===== config.mk =====
export PLATFORM = sky130hd
export DESIGN_NAME = signed_alu_mul_div_factorial
export DESIGN_NICKNAME = d
export VERILOG_FILES = /design/src/hdl/sadf_pkg.sv /design/src/hdl/signed_alu_mul_div_factorial.sv /design/src/hdl/sadf_addsub.sv
export SDC_FILE = /design/constraint.sdc
export NUM_CORES = 1
export LEC_CHECK = 0
export ABC_CLOCK_PERIOD_IN_PS = 7540
export BUFFER_PORTS_ARGS = -buffer_cell sky130_fd_sc_hd__buf_2
export CAP_MARGIN = 5
export CORE_UTILIZATION = 45
export CTS_CLUSTER_DIAMETER = 60
export CTS_CLUSTER_SIZE = 8
export DETAILED_ROUTE_END_ITERATION = 6
export REMOVE_ABC_BUFFERS = 1
export SYNTH_ARGS = -nofsm -noshare
export SYNTH_HDL_FRONTEND = slang
export SYNTH_SLANG_ARGS = --single-unit
export TNS_END_PERCENT = 20

===== constraint.sdc =====
create_clock -name clk -period 7.54 [get_ports clk]
set_input_delay 0.754 -clock clk [delete_from_list [all_inputs] [get_ports clk]]
set_output_delay 0.754 -clock clk [all_outputs]
set_load 0.05 [all_outputs]

===== src/hdl/sadf_pkg.sv =====
// sadf_pkg: shared types and constants of the sequential signed alu
// operation codes, error codes and the add/subtract unit's control word
// no dependencies
package sadf_pkg;

    // operation codes on the func port
    localparam logic [2:0] FUNC_ADD  = 3'd0;
    localparam logic [2:0] FUNC_SUB  = 3'd1;
    localparam logic [2:0] FUNC_MUL  = 3'd2;
    localparam logic [2:0] FUNC_DIV  = 3'd3;
    localparam logic [2:0] FUNC_FACT = 3'd4;

    // error codes on the error_code port
    localparam logic [1:0] ERR_NONE     = 2'd0;
    localparam logic [1:0] ERR_FACT_NEG = 2'd1;
    localparam logic [1:0] ERR_DIV_ZERO = 2'd2;

    // led display mask
    localparam logic [3:0] LED_MASK = 4'hF;

    // add/subtract unit operation
    typedef enum logic {
        AS_ADD = 1'b0,
        AS_SUB = 1'b1
    } addsub_op_t;

    typedef struct packed {
        addsub_op_t op;
    } addsub_ctl_t;

endpackage


===== src/hdl/signed_alu_mul_div_factorial.sv =====
// signed_alu_mul_div_factorial: sequential signed alu, top level
// add, subtract, errors and unknown codes go from idle straight to the fix-up step;
// multiply and divide first run the shift-add/subtract loop over all DATA_WIDTH bits,
// factorial a loop up to a or the first n with n! wrapping to 0; one word in flight
// a new word is taken once the result is in the output register
// reset: asynchronous, active low; sequencer idle, no result word valid
module signed_alu_mul_div_factorial #(
    parameter int DATA_WIDTH = 32
) (
    input  logic               clk,
    input  logic               rst_n,
    input  logic               in_valid,
    output logic               in_ready,
    input  logic [2:0]         func,
    input  logic signed [31:0] operand_a,
    input  logic signed [31:0] operand_b,
    output logic               out_valid,
    input  logic               out_ready,
    output logic signed [31:0] result,
    output logic [1:0]         error_code,
    output logic [3:0]         led_bits
);

    localparam int W    = DATA_WIDTH;
    // loop step counter holds W itself
    localparam int CntW = $clog2(DATA_WIDTH + 1);
    // factorial index: the product wraps to zero well before 4*W
    localparam int IdxW = $clog2(DATA_WIDTH) + 3;

    // sequencer states, one-hot
    typedef enum logic [4:0] {
        ST_IDLE = 5'b00001,
        ST_MUL  = 5'b00010,
        ST_DIV  = 5'b00100,
        ST_FACT = 5'b01000,
        ST_FIX  = 5'b10000
    } state_t;

    state_t            state_reg, state_next;
    logic [W-1:0]      acc_reg, acc_next;       // sum, product, quotient, factorial
    logic [W-1:0]      mcand_reg, mcand_next;   // multiplicand or divisor magnitude
    logic [W-1:0]      q_reg, q_next;           // multiplier, dividend/quotient, bound
    logic [W-1:0]      rem_reg, rem_next;       // partial remainder
    logic [CntW-1:0]   cnt_reg, cnt_next;
    logic [IdxW-1:0]   idx_reg, idx_next;
    logic              neg_reg, neg_next;       // negate in the fix-up step
    logic [1:0]        err_reg, err_next;
    logic              out_valid_reg, out_valid_next;
    logic [31:0]       result_reg, result_next;
    logic [1:0]        err_out_reg, err_out_next;

    // operands: sign-extend the 32-bit fields, then cut to the word width
    logic signed [63:0] a_ext, b_ext;
    logic [W-1:0]       a_w, b_w, a_mag, b_mag;
    logic               a_neg, b_neg, differ;

    assign a_ext  = 64'(operand_a);
    assign b_ext  = 64'(operand_b);
    assign a_w    = a_ext[W-1:0];
    assign b_w    = b_ext[W-1:0];
    assign a_neg  = a_w[W-1];
    assign b_neg  = b_w[W-1];
    assign a_mag  = a_neg ? (~a_w + W'(1)) : a_w;
    assign b_mag  = b_neg ? (~b_w + W'(1)) : b_w;
    assign differ = a_neg ^ b_neg;

    // shared add/subtract unit, one bit wider for the divide trial subtract
    logic [W:0]            ux, uy, usum;
    logic                  ucarry;
    sadf_pkg::addsub_ctl_t uctl;

    sadf_addsub #(
        .WIDTH (W + 1)
    ) u_addsub (
        .x     (ux),
        .y     (uy),
        .ctl   (uctl),
        .sum   (usum),
        .carry (ucarry)
    );

    always_comb
    begin
        ux      = '0;
        uy      = '0;
        uctl.op = sadf_pkg::AS_ADD;
        case (state_reg)
            ST_IDLE:
            begin
                // add or subtract straight from the ports
                ux = {1'b0, a_w};
                uy = {1'b0, b_w};
                if (func == sadf_pkg::FUNC_SUB)
                    uctl.op = sadf_pkg::AS_SUB;
            end
            ST_MUL:
            begin
                // accumulate the shifted multiplicand when the multiplier bit is set
                ux = {1'b0, acc_reg};
                uy = {1'b0, (q_reg[0] ? mcand_reg : '0)};
            end
            ST_DIV:
            begin
                // restoring trial subtract of the divisor
                ux      = {rem_reg, q_reg[W-1]};
                uy      = {1'b0, mcand_reg};
                uctl.op = sadf_pkg::AS_SUB;
            end
            ST_FIX:
            begin
                // apply the result sign
                if (neg_reg)
                begin
                    uy      = {1'b0, acc_reg};
                    uctl.op = sadf_pkg::AS_SUB;
                end
                else
                begin
                    ux = {1'b0, acc_reg};
                end
            end
            default:
            begin
                ux = '0;
            end
        endcase
    end

    // factorial step: narrow multiply by the running index
    logic [W+IdxW-1:0] fact_prod;
    logic              fact_go;

    assign fact_prod = acc_reg * idx_reg;
    assign fact_go   = (W'(idx_reg) <= q_reg) && (acc_reg != '0);

    // result sign-extended from the word width to the 32-bit field
    logic signed [63:0] res_ext;
    assign res_ext = 64'(signed'(usum[W-1:0]));

    assign in_ready = (state_reg == ST_IDLE);

    always_comb
    begin
        state_next     = state_reg;
        acc_next       = acc_reg;
        mcand_next     = mcand_reg;
        q_next         = q_reg;
        rem_next       = rem_reg;
        cnt_next       = cnt_reg;
        idx_next       = idx_reg;
        neg_next       = neg_reg;
        err_next       = err_reg;
        result_next    = result_reg;
        err_out_next   = err_out_reg;
        out_valid_next = out_valid_reg && !out_ready;

        case (state_reg)
            ST_IDLE:
            begin
                if (in_valid)
                begin
                    neg_next   = 1'b0;
                    err_next   = sadf_pkg::ERR_NONE;
                    acc_next   = '0;
                    state_next = ST_FIX;
                    case (func)
                        sadf_pkg::FUNC_ADD, sadf_pkg::FUNC_SUB:
                        begin
                            acc_next = usum[W-1:0];
                        end
                        sadf_pkg::FUNC_MUL:
                        begin
                            mcand_next = b_mag;
                            q_next     = a_mag;
                            cnt_next   = CntW'(W);
                            neg_next   = differ;
                            state_next = ST_MUL;
                        end
                        sadf_pkg::FUNC_DIV:
                        begin
                            if (b_w == '0)
                            begin
                                err_next = sadf_pkg::ERR_DIV_ZERO;
                            end
                            else
                            begin
                                rem_next   = '0;
                                mcand_next = b_mag;
                                q_next     = a_mag;
                                cnt_next   = CntW'(W);
                                neg_next   = differ;
                                state_next = ST_DIV;
                            end
                        end
                        sadf_pkg::FUNC_FACT:
                        begin
                            if (a_neg)
                            begin
                                err_next = sadf_pkg::ERR_FACT_NEG;
                            end
                            else
                            begin
                                acc_next   = W'(1);
                                idx_next   = IdxW'(1);
                                q_next     = a_w;
                                state_next = ST_FACT;
                            end
                        end
                        default:
                        begin
                            // unknown code: zero result, no error
                            acc_next = '0;
                        end
                    endcase
                end
            end
            ST_MUL:
            begin
                acc_next   = usum[W-1:0];
                mcand_next = mcand_reg << 1;
                q_next     = q_reg >> 1;
                cnt_next   = cnt_reg - CntW'(1);
                if (cnt_reg == CntW'(1))
                    state_next = ST_FIX;
            end
            ST_DIV:
            begin
                rem_next = ucarry ? usum[W-1:0] : ux[W-1:0];
                q_next   = {q_reg[W-2:0], ucarry};
                acc_next = {q_reg[W-2:0], ucarry};
                cnt_next = cnt_reg - CntW'(1);
                if (cnt_reg == CntW'(1))
                    state_next = ST_FIX;
            end
            ST_FACT:
            begin
                // stop once past a or once the product has wrapped to zero
                if (fact_go)
                begin
                    acc_next = fact_prod[W-1:0];
                    idx_next = idx_reg + IdxW'(1);
                end
                else
                begin
                    state_next = ST_FIX;
                end
            end
            ST_FIX:
            begin
                // wait for the output register to free up
                if (!out_valid_reg || out_ready)
                begin
                    out_valid_next = 1'b1;
                    result_next    = res_ext[31:0];
                    err_out_next   = err_reg;
                    state_next     = ST_IDLE;
                end
            end
            default:
            begin
                state_next = ST_IDLE;
            end
        endcase
    end

    // control state
    always_ff @(posedge clk or negedge rst_n)
    begin
        if (!rst_n)
        begin
            state_reg     <= ST_IDLE;
            out_valid_reg <= 1'b0;
            cnt_reg       <= '0;
        end
        else
        begin
            state_reg     <= state_next;
            out_valid_reg <= out_valid_next;
            cnt_reg       <= cnt_next;
        end
    end

    // datapath
    always_ff @(posedge clk)
    begin
        acc_reg     <= acc_next;
        mcand_reg   <= mcand_next;
        q_reg       <= q_next;
        rem_reg     <= rem_next;
        idx_reg     <= idx_next;
        neg_reg     <= neg_next;
        err_reg     <= err_next;
        result_reg  <= result_next;
        err_out_reg <= err_out_next;
    end

    assign out_valid  = out_valid_reg;
    assign result     = result_reg;
    assign error_code = err_out_reg;
    assign led_bits   = result_reg[3:0] & sadf_pkg::LED_MASK;

    // an error word always carries a zero result
    assert property (@(posedge clk) disable iff (!rst_n)
        (out_valid && (error_code != sadf_pkg::ERR_NONE)) |-> (result == '0))
        else $error("error word with nonzero result");

    // only defined error codes leave the block
    assert property (@(posedge clk) disable iff (!rst_n)
        out_valid |-> ((error_code == sadf_pkg::ERR_NONE) ||
                       (error_code == sadf_pkg::ERR_FACT_NEG) ||
                       (error_code == sadf_pkg::ERR_DIV_ZERO)))
        else $error("undefined error code");

    // the block is busy in the cycle after it takes a word
    assert property (@(posedge clk) disable iff (!rst_n)
        (in_valid && in_ready) |=> !in_ready)
        else $error("ready right after accept");

    // multiply and divide loops never run with an exhausted step count
    assert property (@(posedge clk) disable iff (!rst_n)
        ((state_reg == ST_MUL) || (state_reg == ST_DIV)) |-> (cnt_reg != '0))
        else $error("loop step count exhausted");

    // led bits follow the result
    assert property (@(posedge clk) disable iff (!rst_n)
        out_valid |-> (led_bits == result[3:0]))
        else $error("led bits differ from result");

endmodule


===== src/hdl/sadf_addsub.sv =====
// sadf_addsub: shared add/subtract unit of the sequential signed alu
// one adder with carry out, used by the add, subtract, multiply, divide and fix-up steps
// depends on sadf_pkg
module sadf_addsub #(
    parameter int WIDTH = 33
) (
    input  logic [WIDTH-1:0]    x,
    input  logic [WIDTH-1:0]    y,
    input  sadf_pkg::addsub_ctl_t ctl,
    output logic [WIDTH-1:0]    sum,
    output logic                carry
);

    logic             is_sub;
    logic [WIDTH-1:0] y_op;
    logic [WIDTH:0]   total;

    assign is_sub = (ctl.op == sadf_pkg::AS_SUB);
    assign y_op   = is_sub ? ~y : y;
    // carry out is the no-borrow flag when subtracting
    assign total  = {1'b0, x} + {1'b0, y_op} + (WIDTH+1)'(is_sub);
    assign sum    = total[WIDTH-1:0];
    assign carry  = total[WIDTH];

endmodule

# Word level (Yosys, flattened, before mapping)
# Index checks and enable logic that the tools add are counted.
# totals
regBits,185
inputBits,71
out_inout_bits,40
word_cells,126
# op_classes
addsub,6
multipliers,1
n_lt_le_gt_ge,1
eq_ne,23
n_mux,54
n_bitwise,4
reduce_logical,25
# ops
op,n
$mux 32,16
$pmux 33 s4,2
$pmux 32 s2,4
$pmux 32 s3,2
$pmux 32 s4,1
$add 32x1->32 const B,2
$not 32->32,2
$add 33x33->34,1
$add 34x1->34,1
$mux 33,1
$not 33->33,1
$le 8x32->1,1
$logic_not 32->1,1
$mul 32x8->32,1
$mux 8,4
$reduce_bool 32->1,1
$mux 5,6
$pmux 6 s2,2
$pmux 5 s4,1
$pmux 8 s2,1
$reduce_and 4->1,4
$pmux 5 s3,1
$mux 6,2
$ne 2x2->1 const B,6
other kinds (32),50

# Depth between registers and ports, before layout
# depth
depth_word,9
depth_mapped,22
ltp_nobuf,20

# Modules after synthesis
# Synthesis repeated with hierarchy kept, for this count alone.
# unflattened
hier_cells,2076
area_unflattened_um2,19177.1
# by_module_without_submodules
mod,instances,cells_per_inst,area_each_um2
signed_alu_mul_div_factorial,1,1780,17030.1
sadf_addsub,1,296,2147.1

# Least setup slack after synthesis
# Ideal clock, no wire load.
# synth_timing
kind,reg-to-reg
from,register idx_reg[5]
to,register acc_reg[30] (data pin)
setup_time_ns,0.261
arrival_time_ns,5.686
slack_ns,1.593
path_stages_with_launch,21
path_buffers,2
period_less_slack_ns,5.947
path_cell_list,edfxtp_1 -> clkbuf_1 -> clkbuf_1 -> and2_1 -> fa_1 -> fa_1 -> fa_1 -> inv_1 -> fa_1 -> inv_1 -> ha_1 -> and3_1 -> a221oi_1 -> o31ai_1 -> a21o_1 -> a31oi_1 -> o21ai_0 -> and4_1 -> o41ai_1 -> mux2i_1 -> a221o_1
# synth_between
elab_chain_len,3
# synth_lines
item,line,text
start: declaration,signed_alu_mul_div_factorial.sv:45,"logic [IdxW-1:0] idx_reg, idx_next;"
start signal: assignment,signed_alu_mul_div_factorial.sv:290,idx_reg <= idx_next;
$mul 32x8->32,signed_alu_mul_div_factorial.sv:133,assign fact_prod = acc_reg * idx_reg;
$mux 32,signed_alu_mul_div_factorial.sv:238,if (fact_go)
$pmux 32 s4,signed_alu_mul_div_factorial.sv:157,case (state_reg)
net acc_next[30],signed_alu_mul_div_factorial.sv:40,"logic [W-1:0] acc_reg, acc_next;"
end signal: assignment,signed_alu_mul_div_factorial.sv:286,acc_reg <= acc_next;
end: declaration,signed_alu_mul_div_factorial.sv:40,
# The timed path passes the listed nets, and every way through them passes these cells. The select of a mux whose other input is x is not followed.
# A chain may end at the register's enable or synchronous reset.

# Final worst setup path
# layout_timing
from,register idx_reg[3]
to,register acc_reg[30] (data pin)
# Same word-level chain as after synthesis.

==> key figures <==
Run status
  – Run status: completed

Timing
  – Worst Max-Slew Pin Slew: 1.15 ns
  – Worst clock skew: 0.0131 ns
  – Setup-violating endpoint count in the final report: 0
  – RSZ-0062 raised after global routing: no
  – Number of hold violations in the final report: 0
  – Min setup slack post-route: 0.796 ns
  – Worst-case headroom to the max-slew limit: 23.3%
  – Post-route minimum period: 6.74 ns
  – Worst Hold Slack: 0.117 ns
  – Final number of max-transition violations: 0
  – Top achievable clock speed: 148 MHz
  – Final worst path period share: 89.4%

Clock tree
  – Number of clock sinks seen by CTS: 185
  – Clock latency reported for the late side of the worst-skew pair: 0.50 ns
  – # Post-CTS Setup Buffers: 0
  – Clock Tree Root: clkbuf_16
  – Number of CTS-inserted buffers: 17
  – Number of instances resized during post-cts repair: 0
  – TritonCTS clock tree: done
  – H-tree depth: 4
  – CTS clk-pin slew, worst paths: 0.08 ns
  – Hold buffer count at CTS: 0
  – Maximum count of clock buffers along a single path: 2

Drt
  – Iter 0 DRT Violations: 1,443
  – DR vias/cell: 5.94
  – Number of antenna-violating nets in the routed design: 0
  – Drt total wl: 58,900 um
  – First-pass detailed-route iteration total: 7
  – DRC violation count after routing: 0
  – Total number of vias: 15.8k
  – Routed WL per cell: 22.2 um

Placement
  – Final weighted congestion in routability-driven placement: 0.912
  – Placement-stage worst setup slack: 0.695 ns
  – Area post-placement: 20,300 sq um
  – Placed wire-length estimate after detailed placement: 45,100 um
  – Total of buffers placed on input and output ports: 110

Floorplanning
  – Effective utilization at floorplan: 45.8%
  – Number of placement rows: 75
  – Core Region: 42,000 sq um
  – Vert. Die Dim: 209 um
  – Overall die area: 43,600 sq um
  – I/O pins: 111
  – Horizontal die dimension: 209 um

GRT
  – Number of antenna violations at the first check in global routing: 2
  – Remaining global-route overflow: 0
  – First-pass GRT wire length: 91,000 um
  – Number of global-route vias before repair: 15.7k
  – Global routing usage summed across all routing layers: 27.6%
  – Maximum number of pins on one net before global-route repair: 94

Worst setup path
  – Crit start category: flip-flop
  – Nature of the critical path endpoint: flip-flop
  – Crit path arrival time: 6.99 ns
  – Kind of critical path: reg -> reg
  – Critical-path maximum fanout: 25
  – Required time at the worst-slack endpoint: 7.78 ns

Synth
  – Most frequent cell after synthesis: inv_1
  – Ys async rst share: 6.49%
  – Top post-synthesis cells by area: edfxtp_1 (27%), fa_1 (16%), and2_1 (6.1%)
  – Most used flip-flop cell after synthesis: edfxtp_1
  – Cell variety after synth: 72
  – Synth warnings: 0
  – Mean instance size in the synthesized netlist: 9.29 sq um
  – EDFF count, synth: 173
  – Library cell with the largest summed area after synthesis: edfxtp_1
  – Post-synth top area share: 27.0%
  – Synthesized instance count: 2,070
  – Number of synthesized register bits: 185
  – Summed instance area of the synthesized netlist: 19,200 sq um
  – Portion of the post-synthesis area used by sequential elements: 28.6%
  – Synth top cells by count: inv_1 (216), nand2_1 (195), and2_1 (188)

Cells and area
  – Number of nets at the end of the flow: 2,413
  – Total of fill cells in the finished design: 3,961
  – Fin area: 20,800 sq um
  – Antenna diode instance count: 0
  – Area overhead of the layout relative to synthesis: 8.27%
  – Ratio of cells with drive above 1 in the final layout: 9.85%

Job
  – Total of max-cap violations: 0

Worst hold path
  – Kind of path behind the tightest hold check: in -> async
-- area by class of cell --
cell class	count	area [sq um]	area share [%]
sequential	185	5500	26.4
inverter	217	815	3.91
tap	539	674	3.24
multi-input combinational	1536	12500	60.0
timing repair buffer	143	798	3.83
clock buffer	18	429	2.06
clock inverter	13	121	0.583
-- critical path, stage by stage (launching register included) --
cell	delay [ns]
edfxtp_1	0.90
and2_1	0.26
fa_1	0.45
fa_1	0.48
fa_1	0.54
inv_1	0.06
fa_1	0.55
inv_1	0.05
ha_1	0.34
and3_1	0.21
a221oi_1	0.44
o31ai_1	0.15
a21o_1	0.27
a31oi_1	0.35
o21ai_0	0.25
and4_1	0.28
o41ai_1	0.42
mux2i_1	0.14
a221o_1	0.37
-- final timing paths --
path	from	to	slack, ns	depth (start not counted)
setup / recovery	idx_reg[3]	acc_reg[30]	0.80	18
hold / removal	rst_n	cnt_reg[2]	0.12	1
setup reg to reg	idx_reg[3]	acc_reg[30]	0.80	18
hold reg to reg	err_reg[0]	error_code[0]	0.43	0
max in group asynchronous	rst_n	state_reg[0]	7.15	1
min in group clk	err_reg[0]	error_code[0]	0.43	0
-- per-layer routing --
metal  global-route usage (%)  wire [um]
met1                     38.5      26300
met2                     44.0      27300
met3                     4.15       3930
met4                     8.67       1280
met5                        0          0
-- cell families (layout without fill, tap and decap cells) --
| logic type | after synthesis | in the layout | share of synthesized area [%] |
|---|---|---|---|
| buf+inv | 349 | 391 | 6.92 |
| simple gates | 649 | 649 | 17.2 |
| xor+xnor | 131 | 131 | 5.96 |
| flops | 185 | 185 | 28.6 |
| compound gates | 448 | 448 | 16.0 |
| mux | 66 | 66 | 3.43 |
| fa+ha+maj | 242 | 242 | 21.9 |
-- placed cells by master, fill, tap and decap left out, types with 17 or more instances in the layout --
cell type and instances:
inv_1 216, nand2_1 195, and2_1 188, edfxtp_1 173, fa_1 157, o21ai_0 116
nor2_1 110, buf_2 110, ha_1 85, a22oi_1 69, xnor2_1 69, mux2i_1 66
a21oi_1 64, xor2_1 62, a21o_1 37, a222oi_1 36, buf_4 33, nand3_1 24
nor4_1 24, nor3_1 24, o31ai_1 18, a221o_1 17, clkbuf_16 17
-- through the flow --
step           setup TNS [ns]  util [%]  std cells
2_1_floorplan          -26.95         -       1938
3_3_place_gp                0      48.2       2620
3_5_place_dp                0      48.2       2620
4_1_cts                     0      49.5       2651
5_1_grt                     0      49.5       2651
6_report                    0      49.5       2651
Power is left out: the tool's default activity adds up to more than one toggle a clock period on the data nets, which glitch-free logic cannot reach.
